<file path="config.mk">
export PLATFORM = sky130hd
export DESIGN_NAME = sync_length_crc8_deframer_flat
export DESIGN_NICKNAME = d
export VERILOG_FILES = /design/src/sv/slcd_pkg.sv /design/src/sv/slcd_rx_if.sv /design/src/sv/slcd_res_if.sv /design/src/sv/sync_length_crc8_deframer.sv /design/src/sv/slcd_ctrl.sv /design/src/sv/slcd_datapath.sv /design/src/flat_wrapper.sv
export SDC_FILE = /design/constraint.sdc
export NUM_CORES = 1
export LEC_CHECK = 0
export BUFFER_PORTS_ARGS = -buffer_cell sky130_fd_sc_hd__buf_2
export CAP_MARGIN = 30
export CORE_ASPECT_RATIO = 0.7
export CORE_UTILIZATION = 60
export CTS_CLUSTER_DIAMETER = 150
export DETAILED_ROUTE_END_ITERATION = 8
export MAX_ROUTING_LAYER = met4
export PLACE_DENSITY = 0.78
export SLEW_MARGIN = 0
export SYNTH_ARGS = -nofsm -noshare
export SYNTH_HDL_FRONTEND = slang
export SYNTH_HIERARCHICAL = 1
export SYNTH_SLANG_ARGS = --single-unit
</file>
<file path="constraint.sdc">
create_clock -name clk -period 9.7 [get_ports clk]
set_clock_uncertainty 0.15 [all_clocks]
set_input_delay 0.485 -clock clk [delete_from_list [all_inputs] [get_ports clk]]
set_output_delay 0.485 -clock clk [all_outputs]
set_load 0.03 [all_outputs]
</file>
<file path="src/sv/slcd_pkg.sv">
// Shared types, constants and the CRC-8 step function of the sync/length/CRC-8 deframer.
package slcd_pkg;

    // Field widths fixed by the byte stream and the result format
    localparam int BYTE_W = 8;
    localparam int LEN_W  = 6;

    // Configuration port
    localparam int CFG_IDX_W = 1;
    localparam logic [CFG_IDX_W-1:0] REG_SYNC_FIRST  = 1'b0;
    localparam logic [CFG_IDX_W-1:0] REG_SYNC_SECOND = 1'b1;

    localparam logic [BYTE_W-1:0] SYNC_FIRST_RST  = 8'hAA;
    localparam logic [BYTE_W-1:0] SYNC_SECOND_RST = 8'h55;

    // CRC-8, MSB first, no reflection, no final xor
    localparam logic [BYTE_W-1:0] CRC_POLY = 8'h31;
    localparam logic [BYTE_W-1:0] CRC_MSB  = 8'h80;
    localparam logic [BYTE_W-1:0] CRC_INIT = 8'h00;

    // Parser / emitter states
    typedef enum logic [2:0] {
        ST_SYNC_A,
        ST_SYNC_B,
        ST_TYPE,
        ST_LEN,
        ST_BODY,
        ST_EMIT_RD,
        ST_EMIT_WR,
        ST_EMIT_EMPTY
    } state_t;

    // Controller to datapath
    typedef struct packed {
        logic load_type;   // type byte transfer
        logic load_len;    // length byte transfer
        logic store_byte;  // payload byte transfer
        logic start_emit;  // CRC byte transfer, rewind position
        logic read_byte;   // read payload store at position
        logic emit_data;   // load output register with a payload result
        logic emit_empty;  // load output register with the empty-frame result
    } cmd_t;

    // Datapath to controller
    typedef struct packed {
        logic is_sync_first;
        logic is_sync_second;
        logic len_ok;      // length fits the store
        logic body_done;   // next byte is the CRC byte
        logic crc_ok;
        logic len_zero;
        logic last;        // current position is the last payload byte
        logic out_free;    // output register can take a result
    } status_t;

    // One byte of CRC-8 update
    function automatic logic [BYTE_W-1:0] crc8_step(input logic [BYTE_W-1:0] crc,
                                                    input logic [BYTE_W-1:0] b);
        logic [BYTE_W-1:0] c;
        c = crc ^ b;
        for (int k = 0; k < BYTE_W; k++) begin
            if ((c & CRC_MSB) != '0)
                c = (c << 1) ^ CRC_POLY;
            else
                c = c << 1;
        end
        return c;
    endfunction

endpackage

</file>
<file path="src/sv/slcd_rx_if.sv">
// Input channel: one received byte per transfer.
interface slcd_rx_if;
    logic                        valid;
    logic                        ready;
    logic [slcd_pkg::BYTE_W-1:0] rx_byte;

    modport source (output valid, output rx_byte, input ready);
    modport sink   (input valid, input rx_byte, output ready);
endinterface

</file>
<file path="src/sv/slcd_res_if.sv">
// Result channel: one payload byte of an accepted frame, or one empty-frame result, per transfer.
interface slcd_res_if;
    logic                        valid;
    logic                        ready;
    logic [slcd_pkg::BYTE_W-1:0] frame_type;
    logic [slcd_pkg::LEN_W-1:0]  payload_length;
    logic [slcd_pkg::BYTE_W-1:0] payload_byte;
    logic [slcd_pkg::LEN_W-1:0]  byte_position;
    logic                        empty_payload;
    logic                        last_of_frame;

    modport source (output valid, output frame_type, output payload_length,
                    output payload_byte, output byte_position, output empty_payload,
                    output last_of_frame, input ready);
    modport sink   (input valid, input frame_type, input payload_length,
                    input payload_byte, input byte_position, input empty_payload,
                    input last_of_frame, output ready);
endinterface

</file>
<file path="src/sv/sync_length_crc8_deframer.sv">
// Top level of the sync/length/CRC-8 framed byte-stream deframer.
// Hunts for the two configured sync bytes, then takes a type byte, a length
// byte, the payload and a CRC-8 byte (poly 0x31, MSB first, init 0) computed
// over type, length and payload. Lengths above BUFFER_BYTES-3 drop the frame;
// a bad CRC drops it too. A good frame is delivered as one transfer per
// payload byte, or one transfer flagged empty_payload for a zero length.
// Timing: while parsing, one byte is taken every cycle. After a good CRC byte
// the input is held off while results go out: each payload byte takes a
// registered read of the payload store, then a load of the output register;
// an empty frame takes only the load, and both wait out any output stall. The last result sits
// in the output register while the next frame's bytes are already taken.
// No clearing pass after reset.
module sync_length_crc8_deframer #(
    parameter int BUFFER_BYTES = 64
) (
    input  logic                           clk,
    input  logic                           rst_n,
    input  logic                           cfg_we,
    input  logic [slcd_pkg::CFG_IDX_W-1:0] cfg_addr,
    input  logic [slcd_pkg::BYTE_W-1:0]    cfg_wdata,
    slcd_rx_if.sink                        rx_ch,
    slcd_res_if.source                     res_ch
);

    slcd_pkg::cmd_t    cmd;
    slcd_pkg::status_t status;

    // Parser and result sequencer
    slcd_ctrl u_ctrl (
        .clk      (clk),
        .rst_n    (rst_n),
        .in_valid (rx_ch.valid),
        .in_ready (rx_ch.ready),
        .status   (status),
        .cmd      (cmd)
    );

    // Registers, CRC, payload store and output stage
    slcd_datapath #(
        .BUFFER_BYTES (BUFFER_BYTES)
    ) u_datapath (
        .clk       (clk),
        .rst_n     (rst_n),
        .cfg_we    (cfg_we),
        .cfg_addr  (cfg_addr),
        .cfg_wdata (cfg_wdata),
        .rx_byte   (rx_ch.rx_byte),
        .cmd       (cmd),
        .status    (status),
        .res       (res_ch)
    );

endmodule

</file>
<file path="src/sv/slcd_ctrl.sv">
// Controller state machine: frame parsing and result sequencing.
module slcd_ctrl (
    input  logic              clk,
    input  logic              rst_n,
    input  logic              in_valid,
    output logic              in_ready,
    input  slcd_pkg::status_t status,
    output slcd_pkg::cmd_t    cmd
);

    slcd_pkg::state_t state_reg;
    slcd_pkg::state_t state_next;
    logic             acc;

    assign acc = in_valid && in_ready;

    // State register
    always_ff @(posedge clk or negedge rst_n)
    begin
        if (!rst_n)
            state_reg <= slcd_pkg::ST_SYNC_A;
        else
            state_reg <= state_next;
    end

    // Next state
    always_comb
    begin
        state_next = state_reg;
        unique case (state_reg)
            slcd_pkg::ST_SYNC_A:
            begin
                if (acc)
                    state_next = status.is_sync_first ? slcd_pkg::ST_SYNC_B
                                                      : slcd_pkg::ST_SYNC_A;
            end
            slcd_pkg::ST_SYNC_B:
            begin
                // second sync value is tested first
                if (acc)
                begin
                    priority if (status.is_sync_second)
                        state_next = slcd_pkg::ST_TYPE;
                    else if (status.is_sync_first)
                        state_next = slcd_pkg::ST_SYNC_B;
                    else
                        state_next = slcd_pkg::ST_SYNC_A;
                end
            end
            slcd_pkg::ST_TYPE:
            begin
                if (acc)
                    state_next = slcd_pkg::ST_LEN;
            end
            slcd_pkg::ST_LEN:
            begin
                if (acc)
                    state_next = status.len_ok ? slcd_pkg::ST_BODY : slcd_pkg::ST_SYNC_A;
            end
            slcd_pkg::ST_BODY:
            begin
                if (acc && status.body_done)
                begin
                    priority if (!status.crc_ok)
                        state_next = slcd_pkg::ST_SYNC_A;
                    else if (status.len_zero)
                        state_next = slcd_pkg::ST_EMIT_EMPTY;
                    else
                        state_next = slcd_pkg::ST_EMIT_RD;
                end
            end
            slcd_pkg::ST_EMIT_RD:
            begin
                state_next = slcd_pkg::ST_EMIT_WR;
            end
            slcd_pkg::ST_EMIT_WR:
            begin
                if (status.out_free)
                    state_next = status.last ? slcd_pkg::ST_SYNC_A : slcd_pkg::ST_EMIT_RD;
            end
            slcd_pkg::ST_EMIT_EMPTY:
            begin
                if (status.out_free)
                    state_next = slcd_pkg::ST_SYNC_A;
            end
            default:
            begin
                state_next = slcd_pkg::ST_SYNC_A;
            end
        endcase
    end

    // Outputs; ready is high in every state that issues an input command
    always_comb
    begin
        in_ready = 1'b0;
        cmd      = '0;
        unique case (state_reg)
            slcd_pkg::ST_SYNC_A,
            slcd_pkg::ST_SYNC_B:
            begin
                in_ready = 1'b1;
            end
            slcd_pkg::ST_TYPE:
            begin
                in_ready      = 1'b1;
                cmd.load_type = in_valid;
            end
            slcd_pkg::ST_LEN:
            begin
                in_ready     = 1'b1;
                cmd.load_len = in_valid;
            end
            slcd_pkg::ST_BODY:
            begin
                in_ready       = 1'b1;
                cmd.store_byte = in_valid && !status.body_done;
                cmd.start_emit = in_valid && status.body_done;
            end
            slcd_pkg::ST_EMIT_RD:
            begin
                cmd.read_byte = 1'b1;
            end
            slcd_pkg::ST_EMIT_WR:
            begin
                cmd.emit_data = status.out_free;
            end
            slcd_pkg::ST_EMIT_EMPTY:
            begin
                cmd.emit_empty = status.out_free;
            end
            default:
            begin
                in_ready = 1'b0;
            end
        endcase
    end

endmodule

</file>
<file path="src/sv/slcd_datapath.sv">
// Datapath: sync registers, header capture, CRC, payload store and output register.
module slcd_datapath #(
    parameter int BUFFER_BYTES = 64
) (
    input  logic                                 clk,
    input  logic                                 rst_n,
    input  logic                                 cfg_we,
    input  logic [slcd_pkg::CFG_IDX_W-1:0]       cfg_addr,
    input  logic [slcd_pkg::BYTE_W-1:0]          cfg_wdata,
    input  logic [slcd_pkg::BYTE_W-1:0]          rx_byte,
    input  slcd_pkg::cmd_t                       cmd,
    output slcd_pkg::status_t                    status,
    slcd_res_if.source                           res
);

    localparam int BYTE_W      = slcd_pkg::BYTE_W;
    localparam int LEN_W       = slcd_pkg::LEN_W;
    localparam int STORE_DEPTH = BUFFER_BYTES - 3;
    localparam int ADDR_W      = $clog2(STORE_DEPTH);

    logic [slcd_pkg::BYTE_W-1:0] sync_first_reg;
    logic [slcd_pkg::BYTE_W-1:0] sync_second_reg;
    logic [slcd_pkg::BYTE_W-1:0] type_reg;
    logic [slcd_pkg::LEN_W-1:0]  len_reg;
    logic [slcd_pkg::LEN_W-1:0]  pos_reg;
    logic [slcd_pkg::LEN_W-1:0]  pos_next;
    logic [slcd_pkg::BYTE_W-1:0] crc_reg;
    logic [slcd_pkg::BYTE_W-1:0] crc_next;
    logic [slcd_pkg::BYTE_W-1:0] rd_data_reg;
    logic [slcd_pkg::BYTE_W-1:0] mem [STORE_DEPTH];

    logic                        out_valid_reg;
    logic [slcd_pkg::BYTE_W-1:0] out_type_reg;
    logic [slcd_pkg::LEN_W-1:0]  out_len_reg;
    logic [slcd_pkg::BYTE_W-1:0] out_byte_reg;
    logic [slcd_pkg::LEN_W-1:0]  out_pos_reg;
    logic                        out_empty_reg;
    logic                        out_last_reg;

    // Configuration registers
    always_ff @(posedge clk or negedge rst_n)
    begin
        if (!rst_n)
        begin
            sync_first_reg  <= slcd_pkg::SYNC_FIRST_RST;
            sync_second_reg <= slcd_pkg::SYNC_SECOND_RST;
        end
        else if (cfg_we)
        begin
            unique case (cfg_addr)
                slcd_pkg::REG_SYNC_FIRST:  sync_first_reg  <= cfg_wdata;
                slcd_pkg::REG_SYNC_SECOND: sync_second_reg <= cfg_wdata;
                default:                   sync_first_reg  <= sync_first_reg;
            endcase
        end
    end

    // CRC and position updates
    always_comb
    begin
        crc_next = crc_reg;
        if (cmd.load_type)
            crc_next = slcd_pkg::crc8_step(slcd_pkg::CRC_INIT, rx_byte);
        else if (cmd.load_len || cmd.store_byte)
            crc_next = slcd_pkg::crc8_step(crc_reg, rx_byte);
    end

    always_comb
    begin
        pos_next = pos_reg;
        if (cmd.load_len || cmd.start_emit)
            pos_next = '0;
        else if (cmd.store_byte || cmd.emit_data)
            pos_next = pos_reg + LEN_W'(1);
    end

    // Header, CRC and position registers
    always_ff @(posedge clk or negedge rst_n)
    begin
        if (!rst_n)
        begin
            type_reg <= '0;
            len_reg  <= '0;
            pos_reg  <= '0;
            crc_reg  <= slcd_pkg::CRC_INIT;
        end
        else
        begin
            if (cmd.load_type)
                type_reg <= rx_byte;
            if (cmd.load_len)
                len_reg <= rx_byte[slcd_pkg::LEN_W-1:0];
            pos_reg <= pos_next;
            crc_reg <= crc_next;
        end
    end

    // Payload store: one write or one registered read per cycle
    always_ff @(posedge clk)
    begin
        if (cmd.store_byte)
            mem[pos_reg[ADDR_W-1:0]] <= rx_byte;
        if (cmd.read_byte)
            rd_data_reg <= mem[pos_reg[ADDR_W-1:0]];
    end

    // Output register valid
    always_ff @(posedge clk or negedge rst_n)
    begin
        if (!rst_n)
            out_valid_reg <= 1'b0;
        else if (cmd.emit_data || cmd.emit_empty)
            out_valid_reg <= 1'b1;
        else if (res.ready)
            out_valid_reg <= 1'b0;
    end

    // Output register payload
    always_ff @(posedge clk)
    begin
        if (cmd.emit_data)
        begin
            out_type_reg  <= type_reg;
            out_len_reg   <= len_reg;
            out_byte_reg  <= rd_data_reg;
            out_pos_reg   <= pos_reg;
            out_empty_reg <= 1'b0;
            out_last_reg  <= status.last;
        end
        else if (cmd.emit_empty)
        begin
            out_type_reg  <= type_reg;
            out_len_reg   <= '0;
            out_byte_reg  <= '0;
            out_pos_reg   <= '0;
            out_empty_reg <= 1'b1;
            out_last_reg  <= 1'b1;
        end
    end

    assign res.valid          = out_valid_reg;
    assign res.frame_type     = out_type_reg;
    assign res.payload_length = out_len_reg;
    assign res.payload_byte   = out_byte_reg;
    assign res.byte_position  = out_pos_reg;
    assign res.empty_payload  = out_empty_reg;
    assign res.last_of_frame  = out_last_reg;

    // Status to the controller
    always_comb
    begin
        status.is_sync_first  = (rx_byte == sync_first_reg);
        status.is_sync_second = (rx_byte == sync_second_reg);
        status.len_ok         = (rx_byte <= BYTE_W'(STORE_DEPTH));
        status.body_done      = (pos_reg == len_reg);
        status.crc_ok         = (rx_byte == crc_reg);
        status.len_zero       = (len_reg == '0);
        status.last           = ((pos_reg + LEN_W'(1)) == len_reg);
        status.out_free       = !out_valid_reg || res.ready;
    end

endmodule

</file>
<file path="src/flat_wrapper.sv">
// flat-port wrapper written by rule: the top's interface ports become plain ports
module sync_length_crc8_deframer_flat 
#(
    parameter int BUFFER_BYTES = 64
)
  (clk, rst_n, cfg_we, cfg_addr, cfg_wdata, rx_ch_valid, rx_ch_rx_byte, rx_ch_ready, res_ch_valid, res_ch_frame_type, res_ch_payload_length, res_ch_payload_byte, res_ch_byte_position, res_ch_empty_payload, res_ch_last_of_frame, res_ch_ready);
  slcd_rx_if rx_ch_i ();
  slcd_res_if res_ch_i ();
  input  logic clk;
  input  logic rst_n;
  input  logic cfg_we;
  input  logic [slcd_pkg::CFG_IDX_W-1:0] cfg_addr;
  input  logic [slcd_pkg::BYTE_W-1:0] cfg_wdata;
  input wire logic [$bits(rx_ch_i.valid)-1:0] rx_ch_valid;
  input wire logic [$bits(rx_ch_i.rx_byte)-1:0] rx_ch_rx_byte;
  output wire logic [$bits(rx_ch_i.ready)-1:0] rx_ch_ready;
  output wire logic [$bits(res_ch_i.valid)-1:0] res_ch_valid;
  output wire logic [$bits(res_ch_i.frame_type)-1:0] res_ch_frame_type;
  output wire logic [$bits(res_ch_i.payload_length)-1:0] res_ch_payload_length;
  output wire logic [$bits(res_ch_i.payload_byte)-1:0] res_ch_payload_byte;
  output wire logic [$bits(res_ch_i.byte_position)-1:0] res_ch_byte_position;
  output wire logic [$bits(res_ch_i.empty_payload)-1:0] res_ch_empty_payload;
  output wire logic [$bits(res_ch_i.last_of_frame)-1:0] res_ch_last_of_frame;
  input wire logic [$bits(res_ch_i.ready)-1:0] res_ch_ready;
  assign rx_ch_i.valid = rx_ch_valid;
  assign rx_ch_i.rx_byte = rx_ch_rx_byte;
  assign rx_ch_ready = rx_ch_i.ready;
  assign res_ch_valid = res_ch_i.valid;
  assign res_ch_frame_type = res_ch_i.frame_type;
  assign res_ch_payload_length = res_ch_i.payload_length;
  assign res_ch_payload_byte = res_ch_i.payload_byte;
  assign res_ch_byte_position = res_ch_i.byte_position;
  assign res_ch_empty_payload = res_ch_i.empty_payload;
  assign res_ch_last_of_frame = res_ch_i.last_of_frame;
  assign res_ch_i.ready = res_ch_ready;
  sync_length_crc8_deframer #(.BUFFER_BYTES(BUFFER_BYTES)) u_core (.clk(clk), .rst_n(rst_n), .cfg_we(cfg_we), .cfg_addr(cfg_addr), .cfg_wdata(cfg_wdata), .rx_ch(rx_ch_i), .res_ch(res_ch_i));
endmodule
</file>
Word-level counts from Yosys, hierarchy flattened
Memory sizes are Yosys's and may differ from the RTL's. A register that Yosys moved wholly into a read port is not among the register bits.
Index checks and enable logic that the tools add are counted.
Cells by class
  add/sub/neg operators: 1
  order comparisons: 1
  equality and inequality tests: 19
  muxes and demuxes: 75
  bitwise logic cells: 18
  reduce and logical (&&, ||, !) cells: 21
Operators by type and width (count)
  8-bit 2-to-1 mux: 27
  6-bit 2-to-1 mux: 21
  3-bit NOT: 16
  3-bit 2-to-1 mux: 10
  8-bit == test: 3
  3-bit case mux with 8 select lines: 1
  2-bit inequality test, second input constant: 7
  1-bit 2-to-1 mux: 13
  3-bit == test, second input constant: 4
  6-bit == test: 2
  8-bit by 6-bit <= comparator with 1-bit output, second input constant: 1
  2-bit nonzero test: 4
  8-bit XOR: 1
  7-bit AND reduction: 1
  6-bit by 1-bit adder with 6-bit output, second input constant: 1
  3-bit by 2-bit == test with 1-bit output, second input constant: 2
  6-bit zero test: 1
  2-bit 2-to-1 mux: 3
  1-bit logical OR: 5
  5-bit OR reduction: 1
  1-bit logical AND: 4
  2-bit AND reduction: 2
  3-bit by 1-bit == test with 1-bit output, second input constant: 1
  3-bit zero test: 1
  2 further kinds: 3
Word-level totals
  bits in registers: 78
  memory bits (writable): 488
  bits of input ports: 22
  output and inout port bits: 32
  logic and storage cells: 150
  memories: 1
Memories
  u_core.u_datapath.mem: depth 61, width 8, read ports 1, clocked after memory_dff 1, wr ports 1, RTL line slcd_datapath.sv:30  | logic [slcd_pkg::BYTE_W-1:0] mem [STORE_DEPTH];

Depth between registers and ports, before layout
Gate-level depths: netlist of the first run.
  depth after elaboration: 35
  gate-level depth with buffers: 15
  gate-level depth less buffers: 9

Cells and area by module
Netlist of the first run, hierarchy kept.
By module, submodules not included
  slcd_datapath: instances 1, cells each 1381, area each 23191.0 µm², sequential area each 16921.2 µm²
  slcd_ctrl: instances 1, cells each 42, area each 339.1 µm², sequential area each 75.1 µm²

Least setup slack after synthesis of the first run
OpenSTA, ideal clock, no wires.
  path kind: reg-to-reg
  start point: reg u_core/u_datapath/pos_reg[1] (netlist bit)
  end point: mem u_core/u_datapath/mem[53][0] (netlist bit), enable pin
  setup time: 0.370 ns
  arrival time: 2.809 ns
  required time: 9.180 ns
  path slack: 6.370 ns
  cell stages (with the launch flop): 14
  buffers on the path: 7
  clock period less this slack: 3.330 ns
  cells stage by stage: dfrtp_1 > buf_6 > buf_6 > buf_6 > buf_4 > buf_2 > buf_2 > xor2_1 > nor3_1 > nor2_1 > clkbuf_1 > nor2b_1 > nand3_1 > nor2_1
RTL lines
  start: declaration: RTL line slcd_datapath.sv:25  | logic [slcd_pkg::LEN_W-1:0] pos_reg;
  start signal: assignment: RTL line slcd_datapath.sv:93  | pos_reg <= pos_next;
  end: declaration: RTL line slcd_datapath.sv:30

==> out/results.txt, run 1 <==
Critical path buffer and inverter count -> 2
Register area share after synthesis -> 72.2%
Starting Density -> 61.1%
Worst Path Max Fanout -> 44
Mapped Nets -> 1446
Die Wd -> 239 um
Setup_tns -> 0 ns
Number of synthesized flops with an enable pin -> 525
Grt ovf -> 0
Largest cells by area after synthesis -> edfxtp_1, mux4_2, dfrtp_1
Routed WL per cell -> 30.0 um
Peak supply drop -> 177 uV
Gate count of the mapped netlist -> 1423
Post-synth cell types -> 79
Global-route wire length before repair -> 89500 um
Average size of a mapped cell -> 16.5 um^2
Root Buffer Master -> clkbuf_16
Detail Route Antenna Nets -> 0
Vias in the first global route -> 13300
Async set or reset register ratio after synthesis -> 8.36%
Unrepaired setup endpoints after global routing -> false
Routability cong. -> 0.983
Die ar. -> 40000 um^2
Outcome -> finished clean
Final Hold Vio Count -> 0
DP Worst Slack -> 5.57 ns
Initial antenna violation count -> 1
Area grow syn2layout -> 10.1%
CTS clock-pin slew for the worst setup and hold paths -> 0.07 ns
Detailed Route Iter0 Violations -> 2381
Most used flip-flop cell after synthesis -> edfxtp_1
Clk sink count -> 574
CTS tree -> built
Period utilisation layout -> 45.3%
Max-cap violations -> 0
Drt drc -> 0
Yosys Warn Count -> 6
Cell Area, Synth -> 23500 um^2
Worst-path cell chain -> buf_4 -> xor2_1 -> nor3_1 -> nor2_1 -> buf_4 -> nor2b_1 -> nand3_1 -> nor2_1
#FFs+latches synth -> 574
Slowest cell on the critical path -> nor2_1
Largest net degree at the start of global routing -> 142
Hold-fix buffers at CTS -> 6
Post-CTS Setup Inserts -> 0
Port bufs -> 53
Leak Pwr -> 8.49 nW
Row count -> 60
Top cell type's share of synthesized area -> 67.0%
Setup slack after layout -> 5.31 ns
CTS Buf Count -> 49
Critical path start-end classification -> reg2reg
Ratio of cells with drive above 1 in the final layout -> 20.9%
Critical path required time -> 9.75 ns
Max Clock Freq -> 228 MHz
Worst path arrival time -> 4.44 ns
Setup crit start kind -> flip-flop
Final wirelength -> 61100 um
PD cells -> 210 nW/um^2
H-Tree Depth -> 2
DR vias -> 13900
Slew at the pin closest to its max-slew limit -> 1.08 ns
Skew-Pair Late Insertion Delay -> 0.58 ns
Setup Viol. Count Final -> 0
Relative slew slack -> 28.2%
Drt first pass iters -> 6
Clock Tree Buf Depth -> 3
Worst hold-check path type -> in2reg
Kind of cell adding the most delay to the critical path -> simple AND/OR/NAND/NOR gates
Crit end category -> flip-flop
Largest register FFs -> 488
Via density -> 6.84
Core footprint -> 38500 um^2
Nets -> 1490
Crit path largest cell delay -> 0.89 ns
Final Max Tran Viols -> 0
Final HPWL DP -> 37100 um
Tmin final -> 4.39 ns
Largest area contributor in the netlist -> edfxtp_1
CTS resizes -> 0
Io pins -> 54
Die Ht -> 168 um
All-Layer GR Usage -> 32.0%
[layer usage]
metal | track usage (%) | up-vias | part of all wire, %
li1 | - | 5670 | -
met4 | 8.22 | 0 | 2.9
met2 | 41.1 | 1166 | 41
met5 | - | - | 0
met3 | 11.1 | 145 | 17
met1 | 48.4 | 6934 | 40
[cell families after synthesis]
| kind of cell | synth area share, % |
|---|---|
| compound gates | 6.81 |
| xor+xnor | 2.32 |
| fa+ha+maj | 0.0532 |
| buf+inv | 2.30 |
| flops | 72.2 |
| mux | 10.2 |
| simple gates | 6.05 |
[worst register-to-register path: cells and delay by family (launching register included)]
kind	cells	cell delay [ns]
AND/OR/NAND/NOR	5	2.11
buffers and inverters	2	0.84
flip-flops	1	0.69
XOR/XNOR	1	0.24
[path summary, 6_finish.rpt]
kind	startpoint	depth (start not counted)	to	slack (ns)
setup / recovery	u_core/u_datapath/pos_reg[2]$_DFFE_PN0P_	8	u_core/u_datapath/mem[53][5]$_DFFE_PP_	5.31
hold / removal	cfg_wdata[3]	2	u_core/u_datapath/sync_second_reg[3]$_DFFE_PN0P_	0.02
setup reg to reg	u_core/u_datapath/pos_reg[2]$_DFFE_PN0P_	8	u_core/u_datapath/mem[53][5]$_DFFE_PP_	5.31
hold reg to reg	u_core/u_datapath/type_reg[2]$_DFFE_PN0P_	0	u_core/u_datapath/res.frame_type[2]$_DFFE_PP_	0.30
max in group asynchronous	rst_n	3	u_core/u_datapath/pos_reg[0]$_DFFE_PN0P_	8.48
min in group asynchronous	rst_n	3	u_core/u_datapath/pos_reg[4]$_DFFE_PN0P_	0.42
[layout make-up]
cell class,count,area (um^2)
inverter,10,37.5
fill,2476,12600
multi-input combinational,742,6000
tap,527,659
clock buffer,59,1330
sequential,574,17000
antenna,2,5.00
timing repair buffer,90,583
clock inverter,31,300
[synth_stat cells, drive strengths merged, types with 3 or more instances]
| cell type | instances |
|---|---|
| a221o | 4 |
| mux2 | 77 |
| nand2 | 61 |
| and2 | 26 |
| o211ai | 7 |
| nand4 | 12 |
| xor2 | 11 |
| a22oi | 39 |
| edfxtp | 525 |
| o31ai | 6 |
| nand2b | 5 |
| a2111oi | 3 |
| nor2b | 18 |
| a221oi | 35 |
| dfstp | 8 |
| mux4 | 49 |
| clkbuf | 40 |
| or2 | 3 |
| dfrtp | 40 |
| a211oi | 12 |
| a22o | 3 |
| and3 | 8 |
| nand3b | 4 |
| a31oi | 10 |
| xnor2 | 47 |
| nor2 | 102 |
| nor3 | 17 |
| a21oi | 27 |
| a311oi | 4 |
| mux2i | 43 |
| o21ai | 32 |
| and3b | 4 |
| buf | 57 |
| o22ai | 16 |
| a32o | 4 |
| or3 | 4 |
| nand3 | 20 |
| inv | 10 |
[cells in the final DEF, fill, tap and decap left out, types with 34 or more instances in the layout]
cell,instances
a22oi_1,39
mux4_2,49
xnor2_1,46
edfxtp_1,525
a221oi_1,34
mux2_2,75
nand2_1,61
buf_2,54
dfrtp_1,37
nor2_1,101
clkbuf_16,51
mux2i_1,43
[report_power, final]
| part | internal [W] | total (W) | switching (W) |
|---|---|---|---|
| clock | 0.00113 | 0.00200 | 0.000872 |
| sequential | 0.00273 | 0.00279 | 0.0000532 |
| combinational | 0.000251 | 0.000639 | 0.000388 |
[through the flow]
step | instances | power (W) | hold WS, ns | utilization [%] | instance area, um^2
finish | 2035 | 0.00543 | 0.0217 | 67.3 | 25900
global route | 2034 | 0.00557 | 0.0189 | 67.3 | 25900
CTS | 2032 | 0.00542 | 0.00483 | 67.2 | 25900
detailed placement | 1936 | 0.00345 | 0.285 | 62.9 | 24200
global placement | 1932 | 0.00343 | 0.278 | 62.8 | 24200
floorplan | 1423 | 0.00325 | 0.0394 | - | 23500
No activity file was read; power rests on OpenSTA's default activity.
==> run 2: changes to the inputs <==
ABC_AREA = 1   (was default)
CORE_UTILIZATION = 56   (was 60)
PLACE_DENSITY = 0.76   (was 0.78)
clock period = 3.9 ns   (was 9.7 ns; I/O delays follow)
==> run 2 against run 1 <==
Effect of this change:
- setup slack lost 4.9 ns
- critical path depth shrank 1
- worst hold slack gained 0.0090 ns
- maximum frequency grew 25%
- global-route usage shrank 2.2 points
==> out/results.txt, run 2 <==
Kind of cell adding the most delay to the critical path -> simple AND/OR/NAND/NOR gates (unchanged)
PD cells -> 479 nW/um^2 (was 210 nW/um^2)
Max Clock Freq -> 285 MHz (was 228 MHz)
Setup crit start kind -> flip-flop (unchanged)
Root Buffer Master -> clkbuf_16 (unchanged)
Final Max Tran Viols -> 0 (unchanged)
Port bufs -> 53 (unchanged)
Ratio of cells with drive above 1 in the final layout -> 12.9% (was 20.9%)
Routability cong. -> 0.972 (was 0.983)
Worst r2r src -> u_core/u_datapath/pos_reg[2]$_DFFE_PN0P_ (unchanged)
CTS Buf Count -> 50 (was 49)
All-Layer GR Usage -> 29.7% (was 32.0%)
Most common cell in the netlist -> nand2_1 (was edfxtp_1)
DP Worst Slack -> 0.501 ns (was 5.57 ns)
Synth cell count leaders -> nand2_1, edfxtp_1, nor2_1 (was edfxtp_1, nor2_1, mux2_2)
Die Ht -> 173 um (was 168 um)
Global-route wire length before repair -> 90700 um (was 89500 um)
Via density -> 6.00 (was 6.84)
Cell Area, Synth -> 23300 um^2 (was 23500 um^2)
Clock power frac -> 38.5% (was 36.9%)
Yosys Warn Count -> 6 (unchanged)
Final HPWL DP -> 38000 um (was 37100 um)
Initial antenna violation count -> 4 (was 1)
Worst Setup SP -> u_core/u_datapath/pos_reg[2]$_DFFE_PN0P_ (unchanged)
Worst hold-check path type -> in2reg (unchanged)
Io pins -> 54 (unchanged)
Max-cap violations -> 0 (unchanged)
Gr busiest metal -> met1 (unchanged)
Final Hold Vio Count -> 0 (unchanged)
RR Endpoint -> u_core/u_datapath/mem[49][4]$_DFFE_PP_ (was u_core/u_datapath/mem[53][5]$_DFFE_PP_)
Clk sink count -> 574 (unchanged)
Final wirelength -> 60000 um (was 61100 um)
Critical path start-end classification -> reg2reg (unchanged)
Setup slack after layout -> 0.393 ns (was 5.31 ns)
Die Wd -> 246 um (was 239 um)
Vias in the first global route -> 14800 (was 13300)
Area grow syn2layout -> 12.0% (was 10.1%)
Row count -> 62 (was 60)
Worst setup path end -> u_core/u_datapath/mem[49][4]$_DFFE_PP_ (was u_core/u_datapath/mem[53][5]$_DFFE_PP_)
Core footprint -> 41000 um^2 (was 38500 um^2)
Clock Tree Buf Depth -> 3 (unchanged)
Largest area contributor in the netlist -> edfxtp_1 (unchanged)
CTS resizes -> 0 (unchanged)
Leak Pwr -> 9.61 nW (was 8.49 nW)
P_int -> 0.00972 W (was 0.00412 W)
Setup Viol. Count Final -> 0 (unchanged)
Slowest cell on the critical path -> dfrtp_1 (was nor2_1)
Worst path arrival time -> 3.56 ns (was 4.44 ns)
Unrepaired setup endpoints after global routing -> false (unchanged)
Setup_tns -> 0 ns (unchanged)
CTS tree -> built (unchanged)
Outcome -> finished clean (unchanged)
Commonest non-fill, non-tap cells in the layout -> nand2_1, edfxtp_1, nor2_1 (was edfxtp_1, nor2_1, mux2_2)
R2R Setup Slk -> 0.39 ns (was 5.31 ns)
Crit path largest cell delay -> 0.88 ns (was 0.89 ns)
Largest register FFs -> 488 (unchanged)
DR vias -> 15600 (was 13900)
GR Util met1 -> 44.5% (was 48.4%)
Largest cells by area after synthesis -> edfxtp_1, nand2_1, dfrtp_1 (was edfxtp_1, mux4_2, dfrtp_1)
Commonest non-fill, non-tap cell in the layout -> nand2_1 (was edfxtp_1)
Tmin final -> 3.51 ns (was 4.39 ns)
Met2 Track Usage GR -> 40.0% (was 41.1%)
Number of synthesized flops with an enable pin -> 525 (unchanged)
H-Tree Depth -> 2 (unchanged)
Worst-path cell chain -> xor2_1 -> or3_1 -> nor4_1 -> nor3_1 -> buf_4 -> nand2_1 -> nor2_1 (was buf_4 -> xor2_1 -> nor3_1 -> nor2_1 -> buf_4 -> nor2b_1 -> nand3_1 -> nor2_1)
Slew at the pin closest to its max-slew limit -> 0.965 ns (was 1.08 ns)
Grt met3 use -> 8.41% (was 11.1%)
Relative slew slack -> 35.4% (was 28.2%)
Critical path required time -> 3.95 ns (was 9.75 ns)
#FFs+latches synth -> 574 (unchanged)
Skew-Pair Late Insertion Delay -> 0.59 ns (was 0.58 ns)
Post-CTS Setup Inserts -> 0 (unchanged)
CTS clock-pin slew for the worst setup and hold paths -> 0.06 ns (was 0.07 ns)
Period utilisation layout -> 89.9% (was 45.3%)
Die ar. -> 42500 um^2 (was 40000 um^2)
Crit end category -> flip-flop (unchanged)
Final Power -> 0.0125 W (was 0.00543 W)
Nets -> 2032 (was 1490)
Post-synth cell types -> 49 (was 79)
Drt drc -> 0 (unchanged)
Hold-fix buffers at CTS -> 14 (was 6)
Worst Reg-to-Reg Cells -> 7 (was 8)
Register area share after synthesis -> 72.8% (was 72.2%)
Power share of the sequential group -> 54.4% (was 51.3%)
Combinational power share -> 7.0% (was 11.8%)
Critical path buffer and inverter count -> 1 (was 2)
Mapped Nets -> 1906 (was 1446)
Worst Path Max Fanout -> 16 (was 44)
Async set or reset register ratio after synthesis -> 8.36% (unchanged)
Peak supply drop -> 428 uV (was 177 uV)
Starting Density -> 56.9% (was 61.1%)
Switching share of power -> 22.4% (was 24.2%)
Grt ovf -> 0 (unchanged)
Gate count of the mapped netlist -> 1883 (was 1423)
Net Sw Power -> 0.00280 W (was 0.00131 W)
Detail Route Antenna Nets -> 0 (unchanged)
Top cell type's share of synthesized area -> 67.5% (was 67.0%)
Largest net degree at the start of global routing -> 66 (was 142)
Most used flip-flop cell after synthesis -> edfxtp_1 (unchanged)
Detailed Route Iter0 Violations -> 2572 (was 2381)
Stages on worst setup path -> 7 (was 8)
Drt first pass iters -> 6 (unchanged)
Routed WL per cell -> 23.1 um (was 30.0 um)
Average size of a mapped cell -> 12.4 um^2 (was 16.5 um^2)
run 2: cell count changes in the layout (fill, tap and decap cells not counted), sizes merged, moves of 49 or more:
cell	before	now
nand3	20	80
mux2	77	1
nand2	61	594
inv	11	114
mux4	49	0
buf	84	133
run 2: power by group through the flow:
stage | clock [W] | combinational [W] | sequential [W]
finish | 0.00483 | 0.000880 | 0.00681
detailed placement | 0 | 0.000841 | 0.00694
global route | 0.00511 | 0.000961 | 0.00682
CTS | 0.00485 | 0.000856 | 0.00681
floorplan | 0 | 0.000552 | 0.00692
global placement | 0 | 0.000812 | 0.00694
run 2: cells by family (layout without fill, tap and decap cells):
group | count (synthesis) | count (layout) | synth area share [%]
fa+ha+maj | 1 | 1 | 0.0536
other cells | 0 | 4 | 0
mux | 1 | 1 | 0.0482
compound gates | 177 | 177 | 4.90
xor+xnor | 44 | 44 | 1.76
simple gates | 899 | 899 | 16.3
flops | 574 | 574 | 72.8
buf+inv | 187 | 351 | 4.14
run 2: layout make-up:
class | count | area (um^2)
flip-flops and latches | 574 | 17000
fillers | 2927 | 14900
multi-input cells | 1122 | 5390
clock buffers | 65 | 1350
repair buffers | 148 | 1070
well taps | 544 | 681
inverters | 113 | 437
clock inverters | 25 | 216
diodes | 4 | 10.0
run 2: how the worst min path moves through the flow:
stage                      from                                               end  slack [ns]  cells after the start
5_1_grt        rx_ch_rx_byte[5]            u_core/u_datapath/mem[56][5]$_DFFE_PP_        0.04                      1
2_1_floorplan             rst_n            u_core/u_ctrl/state_reg[0]$_DFFE_PN0P_       -0.25                      0
4_1_cts                  cfg_we  u_core/u_datapath/sync_second_reg[2]$_DFFE_PN1P_        0.01                      4
6_report       rx_ch_rx_byte[5]            u_core/u_datapath/mem[56][5]$_DFFE_PP_        0.03                      1
3_5_place_dp              rst_n           u_core/u_datapath/res.valid$_DFFE_PN0P_       -0.06                      1
3_3_place_gp       cfg_wdata[3]   u_core/u_datapath/sync_first_reg[3]$_DFFE_PN1P_        0.28                      3
run 2: metal layers:
layer  up-vias  part of all wire [%]
li1       6798                     -
met1      7479                    40
met2      1164                    42
met3       141                    15
met4         0                   2.6
met5         -                     0
run 2: stage by stage:
stage / instance area [um^2] / hold WS (ns) / util (%) / std cells
floorplan: 23300 / -0.251 / - / 1883
global placement: 24400 / 0.280 / 59.4 / 2482
detailed placement: 24400 / -0.0569 / 59.5 / 2484
CTS: 26100 / 0.00955 / 63.6 / 2588
global route: 26100 / 0.0360 / 63.7 / 2595
finish: 26100 / 0.0307 / 63.7 / 2595
